<file path="src/rtl/srrw_pkg.sv">
`timescale 1ns / 1ps
// ----------------------------------------------------------------------------
// srrw_pkg
// Shared constants and controller/datapath interface types for the
// selective-repeat receive window.
// ----------------------------------------------------------------------------
package srrw_pkg;

	localparam int DEFAULT_WINDOW_SLOTS = 16;
	localparam int SEQ_W                = 32;
	localparam int RELEASED_W           = 9;

	typedef struct packed {
		logic capture;
		logic eval;
		logic walk;
	} srrw_cmd_t;

	typedef struct packed {
		logic start_walk;
		logic walk_more;
		logic out_busy;
	} srrw_status_t;

endpackage

</file>
<file path="src/rtl/srrw_ctrl.sv">
`timescale 1ns / 1ps
// ----------------------------------------------------------------------------
// srrw_ctrl
// Sequencer for the receive window: capture, evaluate, release walk.
// ----------------------------------------------------------------------------
module srrw_ctrl (
	input  logic                 clk,
	input  logic                 arst_n,
	input  logic                 in_valid,
	output logic                 in_stall,
	input  srrw_pkg::srrw_status_t status,
	output srrw_pkg::srrw_cmd_t    cmd
);
	import srrw_pkg::*;

	typedef enum logic [1:0] {
		ST_IDLE,
		ST_EVAL,
		ST_WALK
	} state_t;

	state_t state_q;

	always_comb begin
		cmd = '0;
		unique case (state_q)
			ST_IDLE: cmd.capture = in_valid && !status.out_busy;
			ST_EVAL: cmd.eval    = 1'b1;
			ST_WALK: cmd.walk    = 1'b1;
			default: cmd = '0;
		endcase
	end

	assign in_stall = (state_q != ST_IDLE) || status.out_busy;

	always_ff @(posedge clk or negedge arst_n) begin
		if (!arst_n) begin
			state_q <= ST_IDLE;
		end else begin
			unique case (state_q)
				ST_IDLE: begin
					if (cmd.capture) begin
						state_q <= ST_EVAL;
					end
				end
				ST_EVAL: begin
					state_q <= status.start_walk ? ST_WALK : ST_IDLE;
				end
				ST_WALK: begin
					if (!status.walk_more) begin
						state_q <= ST_IDLE;
					end
				end
				default: state_q <= ST_IDLE;
			endcase
		end
	end

endmodule

</file>
<file path="src/rtl/srrw_datapath.sv">
`timescale 1ns / 1ps
// ----------------------------------------------------------------------------
// srrw_datapath
// Received map, expected sequence number, release walk and result register.
// ----------------------------------------------------------------------------
module srrw_datapath #(
	parameter int WINDOW_SLOTS = srrw_pkg::DEFAULT_WINDOW_SLOTS
) (
	input  logic                              clk,
	input  logic                              arst_n,
	input  srrw_pkg::srrw_cmd_t               cmd,
	output srrw_pkg::srrw_status_t            status,
	input  logic [srrw_pkg::SEQ_W-1:0]        seq_num,
	output logic                              out_valid,
	input  logic                              out_stall,
	output logic                              send_ack,
	output logic [srrw_pkg::SEQ_W-1:0]        ack_num,
	output logic [srrw_pkg::RELEASED_W-1:0]   released_count,
	output logic [srrw_pkg::SEQ_W-1:0]        next_expected
);
	import srrw_pkg::*;

	localparam int SLOT_W = (WINDOW_SLOTS > 1) ? $clog2(WINDOW_SLOTS) : 1;
	localparam int CNT_W  = $clog2(WINDOW_SLOTS + 1);

	logic [WINDOW_SLOTS-1:0] map_q;
	logic [SEQ_W-1:0]        expected_q;
	logic [SLOT_W-1:0]       exp_slot_q;
	logic [SEQ_W-1:0]        seq_q;
	logic [SEQ_W-1:0]        cur_q;
	logic [SLOT_W-1:0]       cur_slot_q;
	logic [CNT_W-1:0]        cnt_q;
	logic                    out_valid_q;

	logic [SEQ_W-1:0]  offset;
	logic              in_window;
	logic              wrapped;
	logic [SLOT_W:0]   slot_sum;
	logic [SLOT_W-1:0] seq_slot;
	logic [SLOT_W-1:0] cur_slot_next;
	logic              load_out;

	assign offset    = seq_q - expected_q;
	assign in_window = offset < SEQ_W'(WINDOW_SLOTS);
	assign wrapped   = seq_q < expected_q;
	assign slot_sum  = {1'b0, exp_slot_q} + offset[SLOT_W:0];

	always_comb begin
		if (wrapped) begin
			seq_slot = seq_q[SLOT_W-1:0];
		end else if (slot_sum >= (SLOT_W+1)'(WINDOW_SLOTS)) begin
			seq_slot = SLOT_W'(slot_sum - (SLOT_W+1)'(WINDOW_SLOTS));
		end else begin
			seq_slot = slot_sum[SLOT_W-1:0];
		end
	end

	always_comb begin
		if (cur_q == '1) begin
			cur_slot_next = '0;
		end else if (cur_slot_q == SLOT_W'(WINDOW_SLOTS - 1)) begin
			cur_slot_next = '0;
		end else begin
			cur_slot_next = cur_slot_q + 1'b1;
		end
	end

	assign status.start_walk = in_window && (seq_q == expected_q);
	assign status.walk_more  = (cnt_q < CNT_W'(WINDOW_SLOTS)) && map_q[cur_slot_q];
	assign status.out_busy   = out_valid_q && out_stall;

	assign load_out = (cmd.eval && !status.start_walk) || (cmd.walk && !status.walk_more);

	always_ff @(posedge clk or negedge arst_n) begin
		if (!arst_n) begin
			map_q       <= '0;
			expected_q  <= '0;
			exp_slot_q  <= '0;
			out_valid_q <= 1'b0;
		end else begin
			if (cmd.eval && in_window) begin
				map_q[seq_slot] <= 1'b1;
			end
			if (cmd.walk && status.walk_more) begin
				map_q[cur_slot_q] <= 1'b0;
			end
			if (cmd.walk && !status.walk_more) begin
				expected_q <= cur_q;
				exp_slot_q <= cur_slot_q;
			end
			if (load_out) begin
				out_valid_q <= 1'b1;
			end else if (out_valid_q && !out_stall) begin
				out_valid_q <= 1'b0;
			end
		end
	end

	always_ff @(posedge clk) begin
		if (cmd.capture) begin
			seq_q <= seq_num;
		end
		if (cmd.eval) begin
			cur_q      <= expected_q;
			cur_slot_q <= exp_slot_q;
			cnt_q      <= '0;
		end else if (cmd.walk && status.walk_more) begin
			cur_q      <= cur_q + 1'b1;
			cur_slot_q <= cur_slot_next;
			cnt_q      <= cnt_q + 1'b1;
		end
		if (cmd.eval && !status.start_walk) begin
			send_ack       <= in_window;
			ack_num        <= seq_q;
			released_count <= '0;
			next_expected  <= expected_q;
		end else if (cmd.walk && !status.walk_more) begin
			send_ack       <= 1'b1;
			ack_num        <= seq_q;
			released_count <= RELEASED_W'(cnt_q);
			next_expected  <= cur_q;
		end
	end

	assign out_valid = out_valid_q;

endmodule

</file>
<file path="src/rtl/selective_repeat_receive_window.sv">
`timescale 1ns / 1ps
// ----------------------------------------------------------------------------
// selective_repeat_receive_window
// Receiver side of a selective-repeat sliding window over 32-bit sequence
// numbers, with a received-slot map and in-order release.
// ----------------------------------------------------------------------------
// The input channel transfers one packet sequence number per item. Each item
// produces exactly one result transfer with the acknowledge flag, the
// acknowledged number, the count of packets released in order and the next
// expected sequence number.
// An item is captured in one cycle and evaluated in the next. An item that
// releases nothing returns to idle after evaluation; no new item is taken
// until the previous one is finished. An item equal to the next expected
// number walks the received map one slot per cycle, then loads its result.
// The result sits in an output register; the next item can be taken in the same
// cycle that the previous result is transferred.
// Reset clears the received map and sets the expected number to zero; the
// block is ready as soon as reset is released.
// While the receiver stalls a waiting result, the result holds and no new
// item is taken.
// ----------------------------------------------------------------------------
module selective_repeat_receive_window #(
	parameter int WINDOW_SLOTS = srrw_pkg::DEFAULT_WINDOW_SLOTS
) (
	input  logic                              clk,
	input  logic                              arst_n,
	input  logic                              in_valid,
	output logic                              in_stall,
	input  logic [srrw_pkg::SEQ_W-1:0]        seq_num,
	output logic                              out_valid,
	input  logic                              out_stall,
	output logic                              send_ack,
	output logic [srrw_pkg::SEQ_W-1:0]        ack_num,
	output logic [srrw_pkg::RELEASED_W-1:0]   released_count,
	output logic [srrw_pkg::SEQ_W-1:0]        next_expected
);
	import srrw_pkg::*;

	srrw_cmd_t    cmd;
	srrw_status_t status;

	srrw_ctrl u_ctrl (
		.clk      (clk),
		.arst_n   (arst_n),
		.in_valid (in_valid),
		.in_stall (in_stall),
		.status   (status),
		.cmd      (cmd)
	);

	srrw_datapath #(
		.WINDOW_SLOTS (WINDOW_SLOTS)
	) u_datapath (
		.clk            (clk),
		.arst_n         (arst_n),
		.cmd            (cmd),
		.status         (status),
		.seq_num        (seq_num),
		.out_valid      (out_valid),
		.out_stall      (out_stall),
		.send_ack       (send_ack),
		.ack_num        (ack_num),
		.released_count (released_count),
		.next_expected  (next_expected)
	);

endmodule

</file>
<file path="config.mk">
export PLATFORM = sky130hd
export DESIGN_NAME = selective_repeat_receive_window
export DESIGN_NICKNAME = d
export VERILOG_FILES = /design/src/rtl/srrw_pkg.sv /design/src/rtl/srrw_ctrl.sv /design/src/rtl/srrw_datapath.sv /design/src/rtl/selective_repeat_receive_window.sv
export SDC_FILE = /design/constraint.sdc
export NUM_CORES = 1
export LEC_CHECK = 0
export ABC_AREA = 1
export BUFFER_PORTS_ARGS = -buffer_cell sky130_fd_sc_hd__buf_2
export CORE_MARGIN = 5
export CORE_UTILIZATION = 30
export DETAILED_ROUTE_END_ITERATION = 7
export PLACE_DENSITY = 0.46
export RECOVER_POWER = 25
export SLEW_MARGIN = 40
export SYNTH_ARGS = -nofsm -noshare
export SYNTH_HDL_FRONTEND = slang
export SYNTH_HIERARCHICAL = 1
export SYNTH_SLANG_ARGS = --single-unit
</file>
<file path="constraint.sdc">
create_clock -name clk -period 5.6 [get_ports clk]
set_clock_uncertainty 0.2 [all_clocks]
set_input_delay 0.56 -clock clk [delete_from_list [all_inputs] [get_ports clk]]
set_output_delay 0.56 -clock clk [all_outputs]
set_load 0.01 [all_outputs]
</file>
==> impl_metrics.yaml <==
detailed_routing:
  ant_nets: 0
  wl_per_cell_um: 16.1
  vias_per_cell: 4.58
  wirelength_mm: 32.9
  first_pass_iters: 7
  post-route-drc-count: 0
  via_count: 9371
  drtIter0Drc: 673
clock_network:
  postCtsResizedCells: 0
  cts_tree: "done"
  cts_max_level: 4
  ctsHoldBuffers: 0
  cts_sinks: 198
  numCtsBuffers: 17
  clockBufferDepth: 2
  clock_latency_ps: 460
  post-cts-setup-buffer-count: 0
  cts_root_buf: "clkbuf_16"
  clk_pin_slew_ps: 80
hold_path:
  hp-class: "input port to register"
timing:
  finalSetupTns_ps: 0
  hold_viol_final: 0
  fmax_ghz: 0.221
  fin_crit_sh: 0.807
  tightest_slew_ps: 3610
  fin_crit_ps: 4520
  finalMaxSlewViolations: 56
  holdWs_ps: 83.5
  rsz0062_at_grt: "false"
  setup_viol: 0
  postLayoutSetupSlackWorst_ps: 1080
  max_slew_margin: -1.41
place:
  place_area_um2: 12400
  io_buffers: 107
  gp_congestion: 0.923
  place_ws_ps: 1060
  hpwl_mm: 24.8
power_and_ir_drop:
  vdd.ir_drop.worst_mv: 0.211
  swShare: 0.296
  finalPower_mw: 3.53
  pwr-share-comb: 0.154
  switchingPower_mw: 1.04
  p_clk_frac: 0.354
  p_int_mw: 2.49
  seq_power_share: 0.492
  p_leak_nw: 6.00
  power_density_nw_per_um2: 271
synthesis:
  synthesis.area_um2: 11300
  synth_simple_gate_area_frac: 0.266
  synth_xor_area_frac: 0.0194
  synth_fa_ha_area_frac: 0.0491
  ys_types: 41
  synth_warnings: 6
  yosys.area.top_type: "edfxtp_1"
  muxShareOfSynthArea: 0.000888
  synth-compound-area-share: 0.0780
  synthTopCellsByArea: "edfxtp_1 35%, nand2_1 15%, dfrtp_1 12%, inv_1 7.4%, ha_1 4.6%"
  synth_ff_type: "edfxtp_1"
  synth_seq_cells: 198
  synth_top_family_by_area: "simple AND/OR/NAND/NOR gates"
  synth.top_cells.by_count: "450 x nand2_1, 222 x inv_1, 133 x edfxtp_1, 109 x nor2_1, 95 x nand3_1"
  synth_edf_count: 133
  syn_avg_cell_area_um2: 7.95
  seq_area_frac_synth: 0.494
  yosysMostFrequentCell: "nand2_1"
  synth_top_cell_area_share: 0.355
  async_flop_share: 0.278
  postSynthCellCount: 1417
die:
  ios: 112
  die_area_um2: 41500
  dieWidth_um: 204
  start_util: 0.301
  core-area_um2: 37400
  row_count: 71
  die_y_um: 204
setup_path:
  cp-end-kind: "register"
  cp_max_fo: 39
  reg2reg_slack_ps: 1080
  critPathLaunchType: "register"
  cp.arrival_ps: 4490
  required_ps: 5570
  crit_type: "register to register"
grt:
  grt_pass1_vias: 9205
  grt-ovfl-total: 0
  grt_max_degree: 81
  grt_pass1_wl_mm: 51.6
  grt_use_total: 0.160
  antenna_found_initial: 0
run_status:
  status: "finished, violations left"
  failed_checks: "max-capacitance violations, max-slew violations"
final_layout:
  nets: 1600
  fill_cells: 3926
  syn2layout_area_growth_pct: 15.4
  fin_area_um2: 13000
  drive_above_1_share: 0.108
flow_run:
  drv_cap: 1
critical path, stage by stage, from the launching register on:
cell and delay, ps:
edfxtp_1 480, inv_1 110, ha_1 140, inv_1 90, fa_1 440, nand2_1 100, nand2_1 80, nand3_1 110
nand2_1 100, nand2_1 110, nand2_1 130, nand2_1 130, nand2_1 60, nand2_1 90, nand3_1 80, nor2_1 90
nand3_1 130, nor2_4 380, nand3_2 110, buf_4 320, nand2_2 160, nand2_4 220, buf_4 340
metal layers:
metal | vias up | share of wire | track usage
met4 | 0 | 0.017 | 0.0458
met5 | - | 0 | 0
met3 | 29 | 0.054 | 0.0281
met1 | 4344 | 0.48 | 0.226
li1 | 4773 | - | -
met2 | 225 | 0.45 | 0.254
layout make-up:
cell class	instances	area, um2	area share
inverter	227	852	0.0655
clock inverter	15	166	0.0128
sequential	198	5570	0.428
tap	511	639	0.0492
clock buffer	17	425	0.0327
antenna	1	2.50	0.000192
multi-input combinational	959	4690	0.361
timing repair buffer	118	654	0.0503
power groups by stage:
stage	logic, mW	registers, mW	clock network, mW
after CTS	0.551	1.74	1.30
final	0.542	1.74	1.25
after detailed placement	0.548	1.77	0
after global routing	0.619	1.75	1.35
after global placement	0.535	1.77	0
after floorplan	0.335	1.77	0
worst paths after layout:
check | from | endpoint | cells past startpoint
worst max-delay path | u_datapath/seq_q[0] | u_datapath/ack_num[16] | 22
worst min-delay path | seq_num[26] | u_datapath/seq_q[26] | 1
worst max register to register | u_datapath/seq_q[0] | u_datapath/ack_num[16] | 22
worst min register to register | u_datapath/seq_q[15] | u_datapath/ack_num[15] | 0
max in group asynchronous | arst_n | u_datapath/map_q[11] | 2
min in group asynchronous | arst_n | u_datapath/expected_q[27] | 2
kinds of logic (layout without fill, tap and decap cells):
kind of cell             after synthesis  count (layout)
AND/OR/NAND/NOR                      718             718
buffers and inverters                263             377
flip-flops                           198             198
AO/OA/AOI/OAI                        168             168
adder cells (fa/ha/maj)               43              43
XOR/XNOR                              25              25
other                                  1               5
multiplexers                           1               1
sequential cells by signal, indices dropped and copies added, names as in the netlist:
name	flops
u_ctrl/state_q	2
u_datapath/ack_num	32
u_datapath/send_ack	1
u_datapath/seq_q	32
u_datapath/map_q	16
u_datapath/cnt_q	5
u_datapath/released_count	5
u_datapath/expected_q	32
u_datapath/out_valid	1
u_datapath/cur_slot_q	4
u_datapath/cur_q	32
u_datapath/exp_slot_q	4
u_datapath/next_expected	32
through the flow:
| stage | cells | utilization |
|---|---|---|
| 5_1_grt | 2045 | 0.348 |
| 3_5_place_dp | 2013 | 0.332 |
| 4_1_cts | 2045 | 0.348 |
| 3_3_place_gp | 2011 | 0.330 |
| 6_report | 2046 | 0.348 |
| 2_1_floorplan | 1420 | - |
cells in the final DEF (no fill, tap or decap), types with 3 or more instances in the layout:
| master | instances |
|---|---|
| a21oi_1 | 58 |
| a22oi_1 | 4 |
| buf_2 | 104 |
| buf_4 | 7 |
| clkbuf_1 | 4 |
| clkbuf_16 | 17 |
| conb_1 | 4 |
| dfrtp_1 | 55 |
| dfxtp_1 | 10 |
| edfxtp_1 | 133 |
| ha_1 | 41 |
| inv_1 | 222 |
| inv_2 | 3 |
| inv_6 | 4 |
| inv_8 | 3 |
| nand2_1 | 447 |
| nand2_2 | 5 |
| nand3_1 | 95 |
| nand3b_1 | 5 |
| nand4_1 | 25 |
| nor2_1 | 107 |
| nor2_4 | 4 |
| nor3_1 | 18 |
| o21ai_0 | 89 |
| o21bai_1 | 3 |
| o22ai_1 | 6 |
| xnor2_1 | 5 |
| xor2_1 | 20 |
(Power assumes the default switching activity.)
